<file path="src/rtl/core/gdfp_pkg.sv">
// gdfp_pkg: shared constants, codes and controller/datapath interface types
// for the group delay from phase block. no dependencies.
`timescale 1ns / 1ps

package gdfp_pkg;

  // 2*pi*c scaled so that numerator / (lambda in 1/16 nm) gives Q8.24 rad/fs
  localparam logic [39:0] FREQ_NUM = 40'd505638867416;

  // pi and 2*pi in Q5.26, sign-extended to the unwrap width
  localparam logic signed [33:0] PHASE_PI  = 34'sd210828714;
  localparam logic signed [33:0] PHASE_2PI = 34'sd421657428;

  // saturation magnitude of the internal fixed-point values (2^60)
  localparam logic [60:0] SAT_MAG = {1'b1, 60'd0};

  // divider geometry
  localparam int DIV_W = 86;
  localparam int DEN_W = 33;

  // result status codes
  localparam logic [1:0] STATUS_OK       = 2'd0;
  localparam logic [1:0] STATUS_SHORT    = 2'd1;
  localparam logic [1:0] STATUS_ZERO_DEN = 2'd2;

  // configuration register indexes
  localparam logic REG_OUTPUT_KIND = 1'b0;
  localparam logic REG_UNWRAP      = 1'b1;

  // what the shared divider is working on
  typedef enum logic [1:0] {
    DIV_FREQ = 2'd0,
    DIV_F01  = 2'd1,
    DIV_F12  = 2'd2,
    DIV_F012 = 2'd3
  } div_sel_t;

  // controller to datapath
  typedef struct packed {
    logic     load_in;
    logic     div_start;
    div_sel_t div_sel;
    logic     setup;
    logic     mul_start;
    logic [1:0] pt;
    logic     emit;
    logic     emit_short;
    logic     emit_eor;
    logic     update;
  } cmd_t;

  // datapath to controller
  typedef struct packed {
    logic div_done;
    logic mul_done;
    logic zero_den;
    logic out_free;
    logic last_pt;
    logic output_kind;
  } sts_t;

endpackage

</file>
<file path="src/rtl/core/gdfp_div.sv">
// gdfp_div: restoring divider, one quotient bit per cycle, left-aligned
// dividend with a run-time bit count. depends on gdfp_pkg.
`timescale 1ns / 1ps

module gdfp_div (
  input  logic                          clk,
  input  logic                          rst,
  input  logic                          start,
  input  logic [gdfp_pkg::DIV_W-1:0]    dividend,
  input  logic [6:0]                    nbits,
  input  logic [gdfp_pkg::DEN_W-1:0]    divisor,
  output logic                          done,
  output logic [gdfp_pkg::DIV_W-1:0]    quot,
  output logic                          round_up
);

  logic [gdfp_pkg::DIV_W-1:0] shreg;
  logic [gdfp_pkg::DEN_W-1:0] rem;
  logic [gdfp_pkg::DEN_W-1:0] den;
  logic [6:0]                 cnt;
  logic                       busy;
  logic [gdfp_pkg::DEN_W:0]   trial;
  logic [gdfp_pkg::DEN_W+1:0] diff;
  logic                       fit;

  // trial subtraction of the divisor from the shifted remainder
  assign trial = {rem, shreg[gdfp_pkg::DIV_W-1]};
  assign diff  = {1'b0, trial} - {2'b00, den};
  assign fit   = ~diff[gdfp_pkg::DEN_W+1];

  // control
  always_ff @(posedge clk) begin
    if (rst) begin
      busy <= 1'b0;
      done <= 1'b0;
      cnt  <= '0;
    end else begin
      done <= 1'b0;
      if (start) begin
        busy <= 1'b1;
        cnt  <= nbits;
      end else if (busy) begin
        cnt <= cnt - 7'd1;
        if (cnt == 7'd1) begin
          busy <= 1'b0;
          done <= 1'b1;
        end
      end
    end
  end

  // quotient and remainder
  always_ff @(posedge clk) begin
    if (start) begin
      shreg <= dividend;
      rem   <= '0;
      den   <= divisor;
    end else if (busy) begin
      shreg <= {shreg[gdfp_pkg::DIV_W-2:0], fit};
      rem   <= fit ? diff[gdfp_pkg::DEN_W-1:0] : trial[gdfp_pkg::DEN_W-1:0];
    end
  end

  assign quot     = shreg;
  // round half up on the magnitude: twice the remainder against the divisor
  assign round_up = ({rem, 1'b0} >= {1'b0, den});

endmodule

</file>
<file path="src/rtl/core/gdfp_mul.sv">
// gdfp_mul: 61 x 34 bit unsigned multiplier, four 16-bit partial products
// accumulated in turn. no dependencies.
`timescale 1ns / 1ps

module gdfp_mul (
  input  logic        clk,
  input  logic        rst,
  input  logic        start,
  input  logic [60:0] a,
  input  logic [33:0] b,
  output logic        done,
  output logic [97:0] prod
);

  logic [63:0] a_sh;
  logic [33:0] bb;
  logic [97:0] acc;
  logic [2:0]  cnt;
  logic        busy;
  logic [49:0] pp;

  assign pp = a_sh[63:48] * bb;

  // control
  always_ff @(posedge clk) begin
    if (rst) begin
      busy <= 1'b0;
      done <= 1'b0;
      cnt  <= '0;
    end else begin
      done <= 1'b0;
      if (start) begin
        busy <= 1'b1;
        cnt  <= 3'd4;
      end else if (busy) begin
        cnt <= cnt - 3'd1;
        if (cnt == 3'd1) begin
          busy <= 1'b0;
          done <= 1'b1;
        end
      end
    end
  end

  // top chunk first, shift and add
  always_ff @(posedge clk) begin
    if (start) begin
      a_sh <= {3'b000, a};
      bb   <= b;
      acc  <= '0;
    end else if (busy) begin
      a_sh <= {a_sh[47:0], 16'd0};
      acc  <= {acc[81:0], 16'd0} + {48'd0, pp};
    end
  end

  assign prod = acc;

endmodule

</file>
<file path="src/rtl/core/gdfp_dp.sv">
// gdfp_dp: datapath - point registers, phase unwrap, divided differences,
// result evaluation and output register. depends on gdfp_pkg, gdfp_div, gdfp_mul.
`timescale 1ns / 1ps

module gdfp_dp (
  input  logic                 clk,
  input  logic                 rst,
  input  logic                 cfg_we,
  input  logic                 cfg_index,
  input  logic                 cfg_data,
  input  logic [19:0]          wavelength,
  input  logic [31:0]          phase_in,
  input  logic                 last_point,
  input  gdfp_pkg::cmd_t       cmd,
  output gdfp_pkg::sts_t       sts,
  output logic                 m_tvalid,
  input  logic                 m_tready,
  output logic [31:0]          m_tdata,
  output logic [1:0]           m_tuser,
  output logic                 m_tlast
);

  // fixed-point to Q16.16 with 12-bit rounding shift and saturation
  function automatic logic [31:0] to_q16(input logic signed [62:0] v);
    logic [62:0] vm;
    logic [62:0] s;
    logic [50:0] m;
    vm = v[62] ? 63'(-v) : 63'(v);
    s  = vm + 63'd2048;
    m  = s[62:12];
    if (v[62]) begin
      if (m >= 51'h80000000) return 32'h80000000;
      return ~m[31:0] + 32'd1;
    end
    if (m > 51'h7FFFFFFF) return 32'h7FFFFFFF;
    return m[31:0];
  endfunction

  logic [19:0]  wl_r;
  logic [31:0]  ph_r;
  logic         last_r;
  logic [31:0]  w_r;
  logic [31:0]  freq_older, freq_newer, phase_older, phase_newer;
  logic         kind_r, unwrap_r;
  logic signed [33:0] y0, y1, y2;
  logic signed [61:0] f01, f12, f012, t_r;
  logic         mul_neg;

  // config registers
  always_ff @(posedge clk) begin
    if (rst) begin
      kind_r   <= 1'b0;
      unwrap_r <= 1'b1;
    end else if (cfg_we) begin
      case (cfg_index)
        gdfp_pkg::REG_OUTPUT_KIND: kind_r   <= cfg_data;
        gdfp_pkg::REG_UNWRAP:      unwrap_r <= cfg_data;
        default: ;
      endcase
    end
  end

  // phase unwrap of the window, each step against the adjusted neighbour
  logic signed [33:0] y0s, y1s, y2s, d1, d2, y1u, y2u;
  always_comb begin
    y0s = $signed({{2{phase_older[31]}}, phase_older});
    y1s = $signed({{2{phase_newer[31]}}, phase_newer});
    y2s = $signed({{2{ph_r[31]}}, ph_r});
    d1  = y1s - y0s;
    if (unwrap_r && d1 > gdfp_pkg::PHASE_PI)       y1u = y1s - gdfp_pkg::PHASE_2PI;
    else if (unwrap_r && d1 < -gdfp_pkg::PHASE_PI) y1u = y1s + gdfp_pkg::PHASE_2PI;
    else                                            y1u = y1s;
    d2  = y2s - y1u;
    if (unwrap_r && d2 > gdfp_pkg::PHASE_PI)       y2u = y2s - gdfp_pkg::PHASE_2PI;
    else if (unwrap_r && d2 < -gdfp_pkg::PHASE_PI) y2u = y2s + gdfp_pkg::PHASE_2PI;
    else                                            y2u = y2s;
  end

  // differences and magnitudes for the divider
  logic signed [34:0] num01, num12;
  logic signed [33:0] den01, den12, den02;
  logic signed [62:0] num012;
  logic [33:0] n01m, n12m;
  logic [61:0] n012m;
  logic [32:0] d01m, d12m, d02m;
  always_comb begin
    num01  = $signed({y1[33], y1}) - $signed({y0[33], y0});
    num12  = $signed({y2[33], y2}) - $signed({y1[33], y1});
    den01  = $signed({2'b00, freq_newer}) - $signed({2'b00, freq_older});
    den12  = $signed({2'b00, w_r}) - $signed({2'b00, freq_newer});
    den02  = $signed({2'b00, w_r}) - $signed({2'b00, freq_older});
    num012 = $signed({f12[61], f12}) - $signed({f01[61], f01});
    n01m   = num01[34] ? 34'(-num01) : num01[33:0];
    n12m   = num12[34] ? 34'(-num12) : num12[33:0];
    n012m  = num012[62] ? 62'(-num012) : num012[61:0];
    d01m   = den01[33] ? 33'(-den01) : den01[32:0];
    d12m   = den12[33] ? 33'(-den12) : den12[32:0];
    d02m   = den02[33] ? 33'(-den02) : den02[32:0];
  end

  assign sts.zero_den = (freq_newer == freq_older) || (w_r == freq_newer)
                        || (w_r == freq_older);

  // divider operand selection
  logic [gdfp_pkg::DIV_W-1:0] dvd;
  logic [6:0]                 nb;
  logic [gdfp_pkg::DEN_W-1:0] dvs;
  logic                       dneg;
  always_comb begin
    case (cmd.div_sel)
      gdfp_pkg::DIV_F01: begin
        dvd = {n01m, 52'd0};  nb = 7'd60; dvs = d01m;
        dneg = num01[34] ^ den01[33];
      end
      gdfp_pkg::DIV_F12: begin
        dvd = {n12m, 52'd0};  nb = 7'd60; dvs = d12m;
        dneg = num12[34] ^ den12[33];
      end
      gdfp_pkg::DIV_F012: begin
        dvd = {n012m, 24'd0}; nb = 7'd86; dvs = d02m;
        dneg = num012[62] ^ den02[33];
      end
      default: begin
        dvd = {gdfp_pkg::FREQ_NUM, 46'd0}; nb = 7'd40; dvs = {13'd0, wl_r};
        dneg = 1'b0;
      end
    endcase
  end

  logic                       div_done;
  logic [gdfp_pkg::DIV_W-1:0] quot;
  logic                       rnd;

  gdfp_div u_div (
    .clk      (clk),
    .rst      (rst),
    .start    (cmd.div_start),
    .dividend (dvd),
    .nbits    (nb),
    .divisor  (dvs),
    .done     (div_done),
    .quot     (quot),
    .round_up (rnd)
  );

  // rounded, saturated quotient
  logic [60:0]        fmag;
  logic signed [61:0] fval;
  logic [32:0]        wsum;
  logic [31:0]        w_new;
  always_comb begin
    fmag  = (quot[85:60] != '0) ? gdfp_pkg::SAT_MAG : {1'b0, quot[59:0]} + 61'(rnd);
    fval  = dneg ? -$signed({1'b0, fmag}) : $signed({1'b0, fmag});
    wsum  = {1'b0, quot[31:0]} + 33'(rnd);
    w_new = ((quot[85:32] != '0) || wsum[32]) ? 32'hFFFFFFFF : wsum[31:0];
  end

  // multiplier operands: f012 by 2w - x0 - x1 for the selected point
  logic [31:0]        xp;
  logic signed [34:0] mval;
  logic [33:0]        mmag;
  logic [61:0]        amag;
  always_comb begin
    case (cmd.pt)
      2'd0:    xp = freq_older;
      2'd1:    xp = freq_newer;
      default: xp = w_r;
    endcase
    mval = $signed({2'b00, xp, 1'b0}) - $signed({3'b000, freq_older})
           - $signed({3'b000, freq_newer});
    mmag = mval[34] ? 34'(-mval) : mval[33:0];
    amag = f012[61] ? 62'(-f012) : f012;
  end

  logic        mul_done;
  logic [97:0] prod;

  gdfp_mul u_mul (
    .clk   (clk),
    .rst   (rst),
    .start (cmd.mul_start),
    .a     (amag[60:0]),
    .b     (mmag),
    .done  (mul_done),
    .prod  (prod)
  );

  // Q.24 rounding of the product, saturated
  logic [97:0] pr;
  logic [73:0] prs;
  logic [60:0] tmag;
  always_comb begin
    pr   = prod + 98'd8388608;
    prs  = pr[97:24];
    tmag = (prs > 74'(gdfp_pkg::SAT_MAG)) ? gdfp_pkg::SAT_MAG : prs[60:0];
  end

  // point and window registers
  always_ff @(posedge clk) begin
    if (cmd.load_in) begin
      wl_r   <= wavelength;
      ph_r   <= phase_in;
      last_r <= last_point;
    end
    if (cmd.setup) begin
      y0 <= y0s;
      y1 <= y1u;
      y2 <= y2u;
    end
    if (div_done) begin
      case (cmd.div_sel)
        gdfp_pkg::DIV_F01:  f01  <= fval;
        gdfp_pkg::DIV_F12:  f12  <= fval;
        gdfp_pkg::DIV_F012: f012 <= fval;
        default:            w_r  <= w_new;
      endcase
    end
    if (cmd.mul_start) mul_neg <= f012[61] ^ mval[34];
    if (mul_done) t_r <= mul_neg ? -$signed({1'b0, tmag}) : $signed({1'b0, tmag});
  end

  // history of the last two points
  always_ff @(posedge clk) begin
    if (rst) begin
      freq_older  <= '0;
      freq_newer  <= '0;
      phase_older <= '0;
      phase_newer <= '0;
    end else if (cmd.update) begin
      freq_older  <= freq_newer;
      freq_newer  <= w_r;
      phase_older <= phase_newer;
      phase_newer <= ph_r;
    end
  end

  // result value
  logic signed [62:0] gd_v, gdd_v;
  logic [31:0]        q16;
  always_comb begin
    gd_v  = -($signed({f01[61], f01}) + $signed({t_r[61], t_r}));
    gdd_v = -$signed({f012, 1'b0});
    q16   = to_q16(kind_r ? gdd_v : gd_v);
  end

  // output register
  always_ff @(posedge clk) begin
    if (rst) begin
      m_tvalid <= 1'b0;
    end else if (cmd.emit) begin
      m_tvalid <= 1'b1;
    end else if (m_tready) begin
      m_tvalid <= 1'b0;
    end
  end

  always_ff @(posedge clk) begin
    if (cmd.emit) begin
      m_tlast <= cmd.emit_eor;
      if (cmd.emit_short) begin
        m_tdata <= '0;
        m_tuser <= gdfp_pkg::STATUS_SHORT;
      end else if (sts.zero_den) begin
        m_tdata <= '0;
        m_tuser <= gdfp_pkg::STATUS_ZERO_DEN;
      end else begin
        m_tdata <= q16;
        m_tuser <= gdfp_pkg::STATUS_OK;
      end
    end
  end

  assign sts.div_done    = div_done;
  assign sts.mul_done    = mul_done;
  assign sts.out_free    = ~m_tvalid | m_tready;
  assign sts.last_pt     = last_r;
  assign sts.output_kind = kind_r;

endmodule

</file>
<file path="src/rtl/core/gdfp_ctrl.sv">
// gdfp_ctrl: sequencer for one point - frequency division, window setup,
// three divided differences, per-result multiply and emit. depends on gdfp_pkg.
`timescale 1ns / 1ps

module gdfp_ctrl (
  input  logic           clk,
  input  logic           rst,
  input  logic           s_tvalid,
  output logic           s_tready,
  input  gdfp_pkg::sts_t sts,
  output gdfp_pkg::cmd_t cmd
);

  typedef enum logic [7:0] {
    ST_IDLE     = 8'b0000_0001,
    ST_DIV_GO   = 8'b0000_0010,
    ST_DIV_WAIT = 8'b0000_0100,
    ST_SETUP    = 8'b0000_1000,
    ST_MUL_GO   = 8'b0001_0000,
    ST_MUL_WAIT = 8'b0010_0000,
    ST_EMIT     = 8'b0100_0000,
    ST_UPDATE   = 8'b1000_0000
  } state_t;

  state_t             state, state_next;
  logic [1:0]         ps, ps_next;
  gdfp_pkg::div_sel_t div_sel, div_sel_next;
  logic [1:0]         pt, pt_next;
  logic [1:0]         pt_end, pt_end_next;
  logic               short_r, short_next;
  logic               need_mul;

  assign need_mul = ~sts.output_kind & ~sts.zero_den;

  always_ff @(posedge clk) begin
    if (rst) begin
      state   <= ST_IDLE;
      ps      <= '0;
      div_sel <= gdfp_pkg::DIV_FREQ;
      pt      <= '0;
      pt_end  <= '0;
      short_r <= 1'b0;
    end else begin
      state   <= state_next;
      ps      <= ps_next;
      div_sel <= div_sel_next;
      pt      <= pt_next;
      pt_end  <= pt_end_next;
      short_r <= short_next;
    end
  end

  // next state
  always_comb begin
    state_next   = state;
    ps_next      = ps;
    div_sel_next = div_sel;
    pt_next      = pt;
    pt_end_next  = pt_end;
    short_next   = short_r;
    case (state)
      ST_IDLE: begin
        if (s_tvalid) begin
          div_sel_next = gdfp_pkg::DIV_FREQ;
          state_next   = ST_DIV_GO;
        end
      end
      ST_DIV_GO: state_next = ST_DIV_WAIT;
      ST_DIV_WAIT: begin
        if (sts.div_done) begin
          case (div_sel)
            gdfp_pkg::DIV_FREQ: begin
              if (!ps[1]) begin
                if (sts.last_pt) begin
                  short_next  = 1'b1;
                  pt_next     = 2'd0;
                  pt_end_next = ps;
                  state_next  = ST_EMIT;
                end else begin
                  state_next = ST_UPDATE;
                end
              end else begin
                state_next = ST_SETUP;
              end
            end
            gdfp_pkg::DIV_F01: begin
              div_sel_next = gdfp_pkg::DIV_F12;
              state_next   = ST_DIV_GO;
            end
            gdfp_pkg::DIV_F12: begin
              div_sel_next = gdfp_pkg::DIV_F012;
              state_next   = ST_DIV_GO;
            end
            default: begin
              short_next  = 1'b0;
              pt_next     = (ps == 2'd2) ? 2'd0 : 2'd1;
              pt_end_next = sts.last_pt ? 2'd2 : 2'd1;
              state_next  = need_mul ? ST_MUL_GO : ST_EMIT;
            end
          endcase
        end
      end
      ST_SETUP: begin
        if (sts.zero_den) begin
          short_next  = 1'b0;
          pt_next     = (ps == 2'd2) ? 2'd0 : 2'd1;
          pt_end_next = sts.last_pt ? 2'd2 : 2'd1;
          state_next  = ST_EMIT;
        end else begin
          div_sel_next = gdfp_pkg::DIV_F01;
          state_next   = ST_DIV_GO;
        end
      end
      ST_MUL_GO: state_next = ST_MUL_WAIT;
      ST_MUL_WAIT: begin
        if (sts.mul_done) state_next = ST_EMIT;
      end
      ST_EMIT: begin
        if (sts.out_free) begin
          if (pt == pt_end) begin
            state_next = ST_UPDATE;
          end else begin
            pt_next    = pt + 2'd1;
            state_next = (!short_r && need_mul) ? ST_MUL_GO : ST_EMIT;
          end
        end
      end
      ST_UPDATE: begin
        if (sts.last_pt)       ps_next = 2'd0;
        else if (ps != 2'd3)   ps_next = ps + 2'd1;
        state_next = ST_IDLE;
      end
      default: state_next = ST_IDLE;
    endcase
  end

  // commands
  assign s_tready       = (state == ST_IDLE);
  assign cmd.load_in    = (state == ST_IDLE) & s_tvalid;
  assign cmd.div_start  = (state == ST_DIV_GO);
  assign cmd.div_sel    = div_sel;
  assign cmd.setup      = (state == ST_SETUP);
  assign cmd.mul_start  = (state == ST_MUL_GO);
  assign cmd.pt         = pt;
  assign cmd.emit       = (state == ST_EMIT) & sts.out_free;
  assign cmd.emit_short = short_r;
  assign cmd.emit_eor   = short_r ? (pt == pt_end) : (pt == 2'd2);
  assign cmd.update     = (state == ST_UPDATE);

endmodule

</file>
<file path="src/rtl/core/group_delay_from_phase_top.sv">
// group_delay_from_phase_top: top level, joins controller and datapath.
// depends on gdfp_pkg, gdfp_ctrl, gdfp_dp.
//
// Usage
//   s_* channel: one spectrum point per transaction; tlast marks the final
//   point. m_* channel: one result per transaction (value in tdata, status
//   in tuser, tlast on the final result of a spectrum). cfg_*: register
//   writes (0 output kind, 1 unwrap enable), to be written only while idle.
//   The third point of a spectrum yields results for points 0 and 1, each
//   later point the result for its predecessor, and a final point adds its
//   own result. A final point arriving as point 0 or 1 gives short results.
//   One point is worked at a time. Each point takes a frequency reciprocal
//   (40 quotient bits in the shared bit-serial divider); a fitted window
//   adds a setup state and 3 divisions of 60, 60 and 86 bits, plus a
//   multiply per result on the 4-step multiplier in group delay mode and
//   an emit per result. Reset returns the block to the first point of a
//   spectrum with output kind group delay and unwrapping on. A stalled
//   receiver holds the result in the output register; the block keeps
//   working and waits only when it has the next result ready.
`timescale 1ns / 1ps

module group_delay_from_phase_top (
  input  logic        clk,
  input  logic        rst,
  input  logic        cfg_we,
  input  logic        cfg_index,
  input  logic        cfg_data,
  input  logic        s_tvalid,
  output logic        s_tready,
  input  logic [55:0] s_tdata,   // [19:0] wavelength, [51:20] phase_in, [55:52] zero
  input  logic        s_tlast,
  output logic        m_tvalid,
  input  logic        m_tready,
  output logic [31:0] m_tdata,   // [31:0] value
  output logic [1:0]  m_tuser,   // [1:0] status
  output logic        m_tlast
);

  gdfp_pkg::cmd_t cmd;
  gdfp_pkg::sts_t sts;

  gdfp_ctrl u_ctrl (
    .clk      (clk),
    .rst      (rst),
    .s_tvalid (s_tvalid),
    .s_tready (s_tready),
    .sts      (sts),
    .cmd      (cmd)
  );

  gdfp_dp u_dp (
    .clk        (clk),
    .rst        (rst),
    .cfg_we     (cfg_we),
    .cfg_index  (cfg_index),
    .cfg_data   (cfg_data),
    .wavelength (s_tdata[19:0]),
    .phase_in   (s_tdata[51:20]),
    .last_point (s_tlast),
    .cmd        (cmd),
    .sts        (sts),
    .m_tvalid   (m_tvalid),
    .m_tready   (m_tready),
    .m_tdata    (m_tdata),
    .m_tuser    (m_tuser),
    .m_tlast    (m_tlast)
  );

endmodule

</file>
<file path="config.mk">
export PLATFORM = sky130hd
export DESIGN_NAME = group_delay_from_phase_top
export DESIGN_NICKNAME = d
export VERILOG_FILES = /design/src/rtl/core/gdfp_pkg.sv /design/src/rtl/core/gdfp_div.sv /design/src/rtl/core/gdfp_mul.sv /design/src/rtl/core/gdfp_dp.sv /design/src/rtl/core/gdfp_ctrl.sv /design/src/rtl/core/group_delay_from_phase_top.sv
export SDC_FILE = /design/constraint.sdc
export NUM_CORES = 2
export LEC_CHECK = 0
export BUFFER_PORTS_ARGS = -buffer_cell sky130_fd_sc_hd__buf_2
export CAP_MARGIN = 20
export CORE_MARGIN = 2
export CORE_UTILIZATION = 45
export CTS_CLUSTER_DIAMETER = 100
export DETAILED_ROUTE_END_ITERATION = 10
export GPL_TIMING_DRIVEN = 0
export HOLD_SLACK_MARGIN = 0.1
export SYNTH_ARGS = -nofsm -noshare
export SYNTH_HDL_FRONTEND = slang
export SYNTH_HIERARCHICAL = 1
export SYNTH_SLANG_ARGS = --single-unit
export TNS_END_PERCENT = 1
</file>
<file path="constraint.sdc">
create_clock -name clk -period 9.2 [get_ports clk]
set_input_delay 1.38 -clock clk [delete_from_list [all_inputs] [get_ports clk]]
set_output_delay 1.38 -clock clk [all_outputs]
set_load 0.01 [all_outputs]
</file>
==> results.json <==
{
  "cpPeakStageDelay_ps": 430,
  "clock_tree.htree_level_count": 3,
  "gp_congestion": 0.996,
  "worstReg2RegEnd": "u_dp/y2[20]",
  "hp-class": "flop to flop",
  "netSwitchingFraction_pct": 38.8,
  "hold_path_depth": 0,
  "drt-total-wl_um": 388000,
  "die_width_um": 482,
  "dr.first_iter.drc_count": 8572,
  "final_min_period_over_clock_period_pct": 101,
  "chipHeight_um": 482,
  "worst-endpoint-arrival_ps": 9870,
  "via_count": 93200,
  "endpoint_kind": "flop",
  "io_buffer_count": 96,
  "drt-pass1-iter-count": 6,
  "report.final.slew_viol_count": 0,
  "setup.worst_path.class": "flop to flop",
  "ys.flop_type": "edfxtp_1",
  "via_count_of_the_first_global_routing_pass": 90600,
  "route.antenna.remaining_nets": 0,
  "min_delay_worst_endpoint": "u_dp/y0[21]",
  "rows": 175,
  "reg2reg_from": "u_dp/phase_newer[0]",
  "overflow": 0,
  "layout_commonest_cell": "inv_1",
  "worst-path-max-fanout": 8,
  "synth_enable_flop_cells": 681,
  "clk_pin_slew_worst_paths_ps": 70,
  "clk_path_buf_depth": 3,
  "nets": 13800,
  "clk_root_buffer_cell": "clkbuf_16",
  "initial_core_util_pct": 45.3,
  "timing.max_slew.rel_slack_pct": 14.7,
  "post_synth_num_cell_types": 151,
  "total_leakage_power_nw": 46.4,
  "dp_hpwl_um": 317000,
  "core_region_area_mm2": 0.227,
  "setup-tns-final_ps": -1830,
  "detail_route.drc_violations": 0,
  "mappedNetlistArea_mm2": 0.103,
  "hold_start": "u_dp/phase_older[21]",
  "max_clock_freq_ghz": 0.108,
  "area_growth_pct": 10.6,
  "worst_slack_ps": -102,
  "crit_path_frequent_cell": "o31a_1",
  "vdd_drop_max_mv": 0.234,
  "postSynthAreaPerCell_um2": 8.43,
  "violations": "negative setup slack",
  "finalSetupViolations": 39,
  "grt_usage_pct": 32.5,
  "maxCapViolations": 0,
  "fraction_of_the_core_area_covered_by_cells_at_the_end_of_the_flow_pct": 50.1,
  "final-instance-count-excl-fill": 15600,
  "power_report.internal_total_mw": 10.0,
  "timing.critical_path.required_ps": 9770,
  "grt_first_pass_wirelength_um": 570000,
  "worst_path_buffer_plus_inverter_count": 6,
  "synth-async-reset-ratio_pct": 0,
  "flop_and_latch_count_out_of_synthesis": 977,
  "power_per_cell_area_mw_per_mm2": 144,
  "critical_path.slowest_cell": "fa_2",
  "critPathTopFamily": "compound AO/OA/AOI/OAI gates",
  "setup.reg_to_reg.worst_slack_ps": -100,
  "pwr-share-seq_pct": 32.5,
  "clock_power_share_pct": 30.3,
  "grt_setup_unrepaired": "true",
  "worst_pin_slew_ps": 1270,
  "r2r.worst_path.cells": 42,
  "synth.yosys.seq_area_share_pct": 25.6,
  "cts_tree": "done",
  "worst_skew_pair.late_latency_ps": 830,
  "result_of_the_run": "finished, violations left",
  "total_die_area_mm2": 0.232,
  "floorplan.io_pins": 101,
  "grt_max_degree": 74,
  "layout_cells_sized_above_1_pct": 8.17,
  "post_synth_inst_count": 12200,
  "finalWorstPathRequiredPeriod_ps": 9300,
  "hold_viol_final": 0,
  "most_frequent_cells_in_the_layout": "inv_1, nand2_1, nor2_1",
  "share_comb_of_total_power_pct": 37.1,
  "post_drt_via_cell_ratio": 5.95,
  "setup.worst_path.start_class": "flop",
  "count_of_clock_tree_sinks": 977,
  "power.net_switching_mw": 6.36,
  "cts_bufs_inserted": 116,
  "clock_skew_ps": 91.1,
  "antenna_violations_before_repair": 20,
  "routed_wire_length_per_instance_um": 24.8,
  "dpl.cell_count": 15400,
  "fin_total_pwr_mw": 16.4,
  "synthesis.yosys.warnings": 6
}
==> kinds of logic (layout without fill, tap and decap cells) <==
family	count (synthesis)	count (layout)	synth area share [%]
AOI/OAI and AO/OA	2548	2548	16.1
DFF	977	977	25.6
xor gates and xnor gates	1098	1098	9.36
muxes	422	422	4.53
buffers and inverters	1841	2243	6.90
adders and majority gates	1168	1168	17.8
and+or+nand+nor	4146	4146	19.7
other	1	33	0.00364
==> metal layers <==
| layer | track usage, % | vias up | wire length (um) |
|---|---|---|---|
| li1 | - | 42900 | - |
| met1 | 40.8 | 45400 | 157000 |
| met2 | 53.0 | 3858 | 176000 |
| met3 | 5.41 | 952 | 29500 |
| met4 | 18.0 | 10 | 25600 |
| met5 | 0 | - | 80 |
==> state kept, by name (all words and copies together) (netlist names), 33 cells and up <==
signal and count:
u_dp/y1 33, u_dp/y2 33, u_dp/u_div/quot 86, u_dp/t_r 62, u_dp/u_mul/a_sh 64, u_dp/f01 62, u_dp/u_mul/bb 34, u_dp/u_mul/prod 98
u_dp/u_div/den 33, u_dp/f12 62, u_dp/f012 62, u_dp/u_div/rem 33
==> cell type report <==
type	count	area, um2
Fill cell	21800	114000
Multi-Input combinational cell	9407	70600
Sequential cell	977	26400
Inverter	1338	5030
Tap cell	3009	3760
Clock buffer	137	3070
Buffer	490	2190
Timing Repair Buffer	193	1590
Clock inverter	85	1050
Antenna cell	8	20.0
==> power groups by stage <==
stage | clock, mW | sequential [mW] | combinational (mW)
5_1_grt | 5.22 | 5.35 | 6.68
4_1_cts | 5.07 | 5.31 | 5.92
3_5_place_dp | 0 | 5.40 | 5.85
2_1_floorplan | 0 | 5.23 | 4.24
3_3_place_gp | 0 | 5.41 | 5.80
6_report | 4.97 | 5.33 | 6.08
==> through the flow <==
stage / area, um2 / worst slack, ps / hold WS (ps)
after floorplan: 103000 / 284 / 429
after global placement: 107000 / -3670 / 448
after detailed placement: 108000 / -3640 / 444
after CTS: 113000 / -93.6 / 466
after global routing: 114000 / -369 / 480
final: 114000 / -102 / 463
==> worst max-delay path by stage <==
stage                                     from               end  slack [ps]  cells past startpoint
after global placement            u_dp/f01[17]  u_dp/m_tdata[28]       -3670                     41
after CTS                 u_dp/phase_older[15]       u_dp/y2[16]         -90                     39
final                      u_dp/phase_newer[0]       u_dp/y2[20]        -100                     42
after floorplan                    u_dp/f01[2]  u_dp/m_tdata[28]         280                     40
after global routing       u_dp/phase_newer[0]       u_dp/y2[10]        -370                     42
after detailed placement          u_dp/f01[17]  u_dp/m_tdata[28]       -3640                     41
==> synth_stat cells (all sizes together) (100+ instances only) <==
library cell  count  area share [%]
o21ai           605             3.0
xor2            401             3.4
mux2i           250             2.4
a21o            200             1.5
inv            1333             4.9
mux2            153             1.7
nand2          1250             4.6
or3             124            0.78
clkbuf          412             1.5
nand4           133            0.83
xnor2           696             5.9
nand3           306             1.5
a31oi           109            0.67
nor2           1059             3.9
nor3            215             1.1
nand2b          131            0.80
fa              492             9.6
and2            270             1.6
edfxtp          681              20
o31ai           100            0.79
a211oi          107            0.83
ha              673             8.2
a21oi           694             3.4
and3            151            0.92
nor2b           126            0.78
dfxtp           296             5.8
==> what timing repair did <==
action                                  in CTS  in global routing
endpoints found under the setup margin      95                116
hold buffers                                 0                  0
gates cloned                                 0                  1
pin swaps                                   32                 63
setup buffers                               21                 31
resized for setup                          154                168
Power figures use the tool's default switching activity.
